$ cat src/hdl/tksk_pkg.sv
// ----------------------------------------------------------------------------
// tksk_pkg
// Shared constants, result codes and helpers for the top-k score keeper.
// ----------------------------------------------------------------------------
package tksk_pkg;

   // Built capacity of the kept list
   localparam int MAX_KEEP = 16;

   // Field widths
   localparam int CNT_W   = $clog2(MAX_KEEP + 1);
   localparam int IDX_W   = $clog2(MAX_KEEP);
   localparam int SCORE_W = 32;
   localparam int TAG_W   = 16;
   localparam int KIND_W  = 2;

   // Reset value of the keep count register
   localparam logic [CNT_W-1:0] KEEP_RESET = CNT_W'(MAX_KEEP);

   // Request actions
   localparam logic ACT_INSERT = 1'b0;
   localparam logic ACT_READ   = 1'b1;

   // Result kinds
   localparam logic [KIND_W-1:0] KIND_INSERT = 2'd0;
   localparam logic [KIND_W-1:0] KIND_ENTRY  = 2'd1;
   localparam logic [KIND_W-1:0] KIND_EMPTY  = 2'd2;

   // Clamp a keep count to the range 1..MAX_KEEP
   function automatic logic [CNT_W-1:0] cap_of(input logic [CNT_W-1:0] keep);
      logic [CNT_W-1:0] cap;
      cap = keep;
      if (keep == '0) begin
         cap = CNT_W'(1);
      end else if (keep > CNT_W'(MAX_KEEP)) begin
         cap = CNT_W'(MAX_KEEP);
      end
      return cap;
   endfunction

endpackage

$ cat src/hdl/top_k_score_keeper.sv
// ----------------------------------------------------------------------------
// top_k_score_keeper
// Keeps the best entries seen so far, sorted from highest to lowest score,
// and streams them out in rank order on request.
// ----------------------------------------------------------------------------
//
//   channel | direction | handshake            | payload
//   --------+-----------+----------------------+------------------------------
//   req     | in        | req_valid/req_ready  | action, score, tag
//   rsp     | out       | rsp_valid/rsp_ready  | kind, accepted, entry_score,
//           |           |                      | entry_tag, rank, last
//   csr     | in        | csr_write_enable     | keep_count (no read-back)
//
// An insert takes its request beat, then walks the list from its bottom
// up, one compare and one entry move per cycle through a single shared
// comparator, from the first free place with room left; on a full list it
// first tests the lowest entry, drops the item if it scores lower and else
// walks from that place, then hands over the answer beat. A read-out takes
// its request beat, then sends one beat per cycle while no result beat is
// stalled, fill beats (one for an empty list). The request side is ready
// only between items. Reset clears the fill count and sets keep_count to
// its maximum; list entries are not cleared. A stalled result beat holds
// the sequencer at its next beat; a placement walk runs on meanwhile.
// ----------------------------------------------------------------------------
module top_k_score_keeper (
   input  logic                               clock,
   input  logic                               reset,

   input  logic                               req_valid,
   output logic                               req_ready,
   input  logic                               req_action,
   input  logic signed [tksk_pkg::SCORE_W-1:0] req_score,
   input  logic        [tksk_pkg::TAG_W-1:0]   req_tag,

   output logic                               rsp_valid,
   input  logic                               rsp_ready,
   output logic        [tksk_pkg::KIND_W-1:0]  rsp_kind,
   output logic                               rsp_accepted,
   output logic signed [tksk_pkg::SCORE_W-1:0] rsp_entry_score,
   output logic        [tksk_pkg::TAG_W-1:0]   rsp_entry_tag,
   output logic        [tksk_pkg::IDX_W-1:0]   rsp_rank,
   output logic                               rsp_last,

   input  logic                               csr_write_enable,
   input  logic        [tksk_pkg::CNT_W-1:0]   csr_write_data
);

   typedef enum logic [2:0] {
      ST_IDLE,
      ST_CHECK,
      ST_SHIFT,
      ST_ANSWER,
      ST_READ
   } state_type;

   state_type state_ff;

   // Configuration and list control
   logic [tksk_pkg::CNT_W-1:0] keep_ff;
   logic [tksk_pkg::CNT_W-1:0] fill_ff;
   logic [tksk_pkg::IDX_W-1:0] idx_ff;

   // Latched request
   logic signed [tksk_pkg::SCORE_W-1:0] score_ff;
   logic        [tksk_pkg::TAG_W-1:0]   tag_ff;
   logic                               accepted_ff;

   // Result register
   logic                               rsp_valid_ff;
   logic        [tksk_pkg::KIND_W-1:0]  rsp_kind_ff;
   logic                               rsp_accepted_ff;
   logic signed [tksk_pkg::SCORE_W-1:0] rsp_score_ff;
   logic        [tksk_pkg::TAG_W-1:0]   rsp_tag_ff;
   logic        [tksk_pkg::IDX_W-1:0]   rsp_rank_ff;
   logic                               rsp_last_ff;

   // Kept list storage
   logic signed [tksk_pkg::SCORE_W-1:0] kept_score_ff [tksk_pkg::MAX_KEEP];
   logic        [tksk_pkg::TAG_W-1:0]   kept_tag_ff   [tksk_pkg::MAX_KEEP];

   logic        [tksk_pkg::IDX_W-1:0]   rd_addr;
   logic signed [tksk_pkg::SCORE_W-1:0] rd_score;
   logic        [tksk_pkg::TAG_W-1:0]   rd_tag;
   logic signed [tksk_pkg::SCORE_W-1:0] cmp_a;
   logic signed [tksk_pkg::SCORE_W-1:0] cmp_b;
   logic                               cmp_lt;
   logic                               out_free;
   logic                               rsp_load;
   logic                               req_beat;
   logic [tksk_pkg::CNT_W-1:0]         cap;
   logic [tksk_pkg::CNT_W-1:0]         new_cap;
   logic [tksk_pkg::CNT_W-1:0]         idx_next;
   logic                               read_last;
   logic                               move_up;

   assign cap      = tksk_pkg::cap_of(keep_ff);
   assign new_cap  = tksk_pkg::cap_of(csr_write_data);
   assign out_free = !rsp_valid_ff || rsp_ready;
   assign rsp_load = out_free && ((state_ff == ST_ANSWER) || (state_ff == ST_READ));
   assign req_ready = (state_ff == ST_IDLE);
   assign req_beat  = req_valid && req_ready;

   // Pick the one entry looked at this cycle
   always_comb begin
      unique case (state_ff)
         ST_CHECK: rd_addr = tksk_pkg::IDX_W'(fill_ff - tksk_pkg::CNT_W'(1));
         ST_SHIFT: rd_addr = idx_ff - tksk_pkg::IDX_W'(1);
         default:  rd_addr = idx_ff;
      endcase
   end

   assign rd_score = kept_score_ff[rd_addr];
   assign rd_tag   = kept_tag_ff[rd_addr];

   // Shared signed comparator: reject test on CHECK, move test on SHIFT
   always_comb begin
      if (state_ff == ST_CHECK) begin
         cmp_a = score_ff;
         cmp_b = rd_score;
      end else begin
         cmp_a = rd_score;
         cmp_b = score_ff;
      end
   end

   assign cmp_lt    = cmp_a < cmp_b;
   assign move_up   = (idx_ff != '0) && cmp_lt;
   assign idx_next  = {1'b0, idx_ff} + tksk_pkg::CNT_W'(1);
   assign read_last = (idx_next == fill_ff);

   // Write the list: move an entry down one place or drop the new item in
   always_ff @(posedge clock) begin
      if (state_ff == ST_SHIFT) begin
         if (move_up) begin
            kept_score_ff[idx_ff] <= rd_score;
            kept_tag_ff[idx_ff]   <= rd_tag;
         end else begin
            kept_score_ff[idx_ff] <= score_ff;
            kept_tag_ff[idx_ff]   <= tag_ff;
         end
      end
   end

   // Sequencer and result register
   always_ff @(posedge clock) begin
      if (reset) begin
         state_ff     <= ST_IDLE;
         keep_ff      <= tksk_pkg::KEEP_RESET;
         fill_ff      <= '0;
         rsp_valid_ff <= 1'b0;
      end else begin
         // Load a new beat or drop the one just taken
         if (rsp_load) begin
            rsp_valid_ff <= 1'b1;
         end else if (rsp_ready) begin
            rsp_valid_ff <= 1'b0;
         end

         // Truncate the list to the new capacity
         if (csr_write_enable) begin
            keep_ff <= csr_write_data;
            if (fill_ff > new_cap) begin
               fill_ff <= new_cap;
            end
         end

         unique case (state_ff)
            ST_IDLE: begin
               if (req_beat) begin
                  score_ff  <= req_score;
                  tag_ff    <= req_tag;
                  if (req_action == tksk_pkg::ACT_READ) begin
                     idx_ff   <= '0;
                     state_ff <= ST_READ;
                  end else if (fill_ff < cap) begin
                     idx_ff      <= tksk_pkg::IDX_W'(fill_ff);
                     fill_ff     <= fill_ff + tksk_pkg::CNT_W'(1);
                     accepted_ff <= 1'b1;
                     state_ff    <= ST_SHIFT;
                  end else begin
                     state_ff <= ST_CHECK;
                  end
               end
            end

            ST_CHECK: begin
               if (cmp_lt) begin
                  accepted_ff <= 1'b0;
                  state_ff    <= ST_ANSWER;
               end else begin
                  accepted_ff <= 1'b1;
                  idx_ff      <= rd_addr;
                  state_ff    <= ST_SHIFT;
               end
            end

            ST_SHIFT: begin
               if (move_up) begin
                  idx_ff <= rd_addr;
               end else begin
                  state_ff <= ST_ANSWER;
               end
            end

            ST_ANSWER: begin
               if (out_free) begin
                  rsp_kind_ff     <= tksk_pkg::KIND_INSERT;
                  rsp_accepted_ff <= accepted_ff;
                  rsp_score_ff    <= '0;
                  rsp_tag_ff      <= '0;
                  rsp_rank_ff     <= '0;
                  rsp_last_ff     <= 1'b1;
                  state_ff        <= ST_IDLE;
               end
            end

            ST_READ: begin
               if (out_free) begin
                  rsp_accepted_ff <= 1'b0;
                  if (fill_ff == '0) begin
                     rsp_kind_ff  <= tksk_pkg::KIND_EMPTY;
                     rsp_score_ff <= '0;
                     rsp_tag_ff   <= '0;
                     rsp_rank_ff  <= '0;
                     rsp_last_ff  <= 1'b1;
                     state_ff     <= ST_IDLE;
                  end else begin
                     rsp_kind_ff  <= tksk_pkg::KIND_ENTRY;
                     rsp_score_ff <= rd_score;
                     rsp_tag_ff   <= rd_tag;
                     rsp_rank_ff  <= idx_ff;
                     rsp_last_ff  <= read_last;
                     idx_ff       <= idx_ff + tksk_pkg::IDX_W'(1);
                     if (read_last) begin
                        state_ff <= ST_IDLE;
                     end
                  end
               end
            end

            default: state_ff <= ST_IDLE;
         endcase
      end
   end

   assign rsp_valid       = rsp_valid_ff;
   assign rsp_kind        = rsp_kind_ff;
   assign rsp_accepted    = rsp_accepted_ff;
   assign rsp_entry_score = rsp_score_ff;
   assign rsp_entry_tag   = rsp_tag_ff;
   assign rsp_rank        = rsp_rank_ff;
   assign rsp_last        = rsp_last_ff;

`ifndef SYNTHESIS
   // The fill count never passes the built capacity
   a_fill_bound: assert property (@(posedge clock) disable iff (reset)
      fill_ff <= tksk_pkg::CNT_W'(tksk_pkg::MAX_KEEP))
      else $error("fill count above built capacity");

   // An accepted request closes the request side on the next cycle
   a_busy_after_req: assert property (@(posedge clock) disable iff (reset)
      req_valid && req_ready |=> !req_ready)
      else $error("request side still open after a request beat");

   // A placement walk ends only by handing over an insert answer
   a_shift_exit: assert property (@(posedge clock) disable iff (reset)
      state_ff == ST_SHIFT |=> state_ff == ST_SHIFT || state_ff == ST_ANSWER)
      else $error("placement walk left to a wrong state");

   // Non-entry beats carry zero entry fields
   a_zero_fields: assert property (@(posedge clock) disable iff (reset)
      rsp_valid && rsp_kind != tksk_pkg::KIND_ENTRY |->
         rsp_entry_score == '0 && rsp_entry_tag == '0 && rsp_rank == '0 && rsp_last)
      else $error("non-entry beat with entry fields set");
`endif

endmodule
$ cat config.mk
export PLATFORM = sky130hd
export DESIGN_NAME = top_k_score_keeper
export DESIGN_NICKNAME = d
export VERILOG_FILES = /design/src/hdl/tksk_pkg.sv /design/src/hdl/top_k_score_keeper.sv
export SDC_FILE = /design/constraint.sdc
export NUM_CORES = 1
export LEC_CHECK = 0
export ABC_AREA = 1
export ABC_CLOCK_PERIOD_IN_PS = 6400
export BUFFER_PORTS_ARGS = -buffer_cell sky130_fd_sc_hd__buf_2
export CAP_MARGIN = 20
export CELL_PAD_IN_SITES_DETAIL_PLACEMENT = 0
export CELL_PAD_IN_SITES_GLOBAL_PLACEMENT = 1
export CORE_MARGIN = 1.5
export CORE_UTILIZATION = 51
export CTS_CLUSTER_DIAMETER = 60
export DETAILED_ROUTE_END_ITERATION = 8
export GPL_TIMING_DRIVEN = 0
export PLACE_DENSITY = 0.86
export SLEW_MARGIN = 0
export SYNTH_ARGS = -nofsm -noshare
export SYNTH_HDL_FRONTEND = slang
export SYNTH_SLANG_ARGS = --single-unit
$ cat constraint.sdc
create_clock -name clock -period 6.4 [get_ports clock]
set_clock_uncertainty 0.05 [all_clocks]
set_input_delay 0 -clock clock [delete_from_list [all_inputs] [get_ports clock]]
set_output_delay 0 -clock clock [all_outputs]
set_load 0.02 [all_outputs]
==> impl_metrics.py <==
metrics = {
    "grt": {
        "grt_pass1_wl_um": 166000,
        "grt_pass1_vias": 26500,
        "grt-ovfl-total": 0,
        "antenna_found_initial": 1,
        "grtUsageTotal": 0.304,
        "grt_max_degree": 26,
    },
    "worst_setup_path": {
        "critPathSlowestCell": "clkbuf_2",
        "cp_common_cell": "nand2_1",
        "cpPeakStageDelay_ns": 0.46,
        "critPathArrivalTime_ns": 6.62,
        "crit_fanout": 15,
        "setup.worst_path.end_class": "register",
        "required_ns": 6.78,
        "cp-start-kind": "register",
        "critPathKind": "reg2reg",
    },
    "drt": {
        "postRouteAntennaNets": 0,
        "vias": 26800,
        "wl_um": 113000,
        "first_pass_iters": 6,
        "viasPerCell": 6.23,
        "drt_drc_violations_left": 0,
        "wl_per_cell_um": 26.2,
        "drt-initial-drc-count": 3529,
    },
    "yosys": {
        "ys_ff_latch": 891,
        "yosysSeqAreaShare": 0.726,
        "syn-cell-area_um2": 36700,
        "synth_nets": 2971,
        "yosys_most_used_dff": "edfxtp_1",
        "yosysWarnings": 0,
        "synth_edf_count": 877,
        "synth_cell_types": 42,
        "synth_cells": 2865,
        "avgSynthCellArea_um2": 12.8,
        "ys_async_sr_fraction": 0,
    },
    "final_layout": {
        "fillers": 5266,
        "synthToLayoutAreaGrowth_pct": 21.8,
        "nets": 3387,
        "final_area_um2": 44700,
        "drive_gt1_frac": 0.163,
        "final_cell_mix": "edfxtp_1 (877), o21ai_0 (445), nor2_1 (428), nand2_1 (244), buf_2 (124)",
        "stdcell_count": 4305,
        "final_common_cell": "edfxtp_1",
    },
    "clocking": {
        "cts_buffers": 93,
        "root_buffer": "clkbuf_16",
        "clock_path_buffers": 3,
        "cts.htree.levels": 3,
        "cts_num_sinks": 891,
        "cts_tree": "done",
        "clk_latency_ns": 0.68,
        "clk_pin_slew_worst_paths_ns": 0.06,
    },
    "timing": {
        "tightest_slew_ns": 1.22,
        "rsz0062_at_grt": "yes",
        "hold_ws_ns": 0.0274,
        "period_share": 0.976,
        "setup_slack_ns": 0.153,
        "min_period_ns": 6.25,
        "maxSlewViolCount": 0,
        "finalHoldViolCount": 0,
        "final-setup-viol-count": 0,
        "max_slew_margin": 0.189,
        "max_freq_ghz": 0.160,
    },
    "min_path": {
        "min_path_type": "in2reg",
    },
    "place": {
        "dp_hpwl_um": 74800,
        "globalplace.congestion": 0.944,
        "dp_slack_ns": -1.32,
        "place_inst": 3992,
        "numPortBuffers": 114,
        "dpl_cell_area_um2": 39500,
    },
    "floorplanning": {
        "start_util": 0.514,
        "num_io_pins": 117,
        "core_region_area_um2": 71400,
        "die_x_um": 271,
        "die_y_um": 271,
        "row_count": 98,
        "die_area_um2": 73500,
    },
    "job": {
        "maxCapViolCount": 0,
    },
    "status": {
        "status": "finished, final reports clean",
    },
}
cell families (layout without fill, tap and decap cells):
kind of cell	count (synthesis)	count (layout)	synth area share
xor gates and xnor gates	8	8	0.00191
adders and majority gates	47	47	0.0160
and+or+nand+nor	786	786	0.0859
AOI/OAI and AO/OA	849	849	0.139
other	0	1	0
DFF	891	891	0.726
buffers and inverters	284	773	0.0316
worst max-delay path: cells and delay by family, from the launching register on:
family,cells,cell delay (ns)
fa+ha+maj,1,0.35
simple gates,15,2.62
compound gates,6,1.04
buf+inv,6,1.53
flops,1,0.37
per-stage QoR:
step | setup TNS (ns) | utilization
after CTS | 0 | 0.617
final | 0 | 0.626
after floorplan | 0 | -
after global placement | -1321.76 | 0.538
after detailed placement | -761.97 | 0.553
after global routing | -0.712 | 0.626
flip-flops by register name (all words and copies together) (netlist names), 2 cells and up:
name	cells
rsp_kind	2
rsp_entry_tag	16
fill_ff	5
rsp_rank	4
keep_ff	5
score_ff	32
rsp_entry_score	32
tag_ff	16
kept_score_ff	512
state_ff	3
kept_tag_ff	256
idx_ff	4
layer usage:
| layer | vias up | global-route usage | wire [um] |
|---|---|---|---|
| met1 | 13100 | 0.398 | 41000 |
| met3 | 325 | 0.0660 | 13100 |
| li1 | 11600 | - | - |
| met4 | 0 | 0.163 | 6140 |
| met5 | - | 0 | 0 |
| met2 | 1864 | 0.478 | 52600 |
area by class of cell:
| class | instances | area, um^2 | share of cell area |
|---|---|---|---|
| multi-input combinational | 1690 | 9470 | 0.212 |
| buffer | 189 | 980 | 0.0219 |
| clock inverter | 58 | 558 | 0.0125 |
| antenna | 1 | 2.50 | 0.0000560 |
| tap | 950 | 1190 | 0.0266 |
| sequential | 891 | 26600 | 0.596 |
| inverter | 94 | 360 | 0.00807 |
| timing repair buffer | 322 | 3090 | 0.0691 |
| clock buffer | 110 | 2390 | 0.0535 |
worst paths after layout:
check | from | end | slack (ns) | cells past startpoint
worst min-delay path | req_score[1] | score_ff[1] | 0.03 | 2
worst max-delay path | state_ff[1] | kept_tag_ff[4][14] | 0.15 | 28
worst min register to register | accepted_ff | rsp_accepted | 0.52 | 2
worst max register to register | state_ff[1] | kept_tag_ff[4][14] | 0.15 | 28
what timing repair did:
item | CTS | global route
setup endpoints to repair | 775 | 774
resized for setup | 124 | 137
buffers inserted | 2 | 27
hold buffers | 116 | 0
pin swaps | 1 | 26
hold endpoints to repair | 95 | 0
synth_stat cells (15+ instances only):
library cell | n | area [um^2]
o21ai_2 | 19 | 166
o21ai_1 | 31 | 155
o211ai_1 | 94 | 706
inv_1 | 90 | 338
clkbuf_1 | 162 | 608
o221ai_1 | 99 | 867
nand3_1 | 53 | 265
edfxtp_1 | 877 | 26300
nor2_1 | 441 | 1660
ha_1 | 47 | 588
nand2_2 | 15 | 93.8
o22ai_1 | 92 | 576
a21oi_1 | 56 | 280
nand2_1 | 245 | 920
o21ai_0 | 445 | 2230
Power is not shown: default switching activity piles up to over one toggle a cycle in this logic, so the estimate is an artifact.
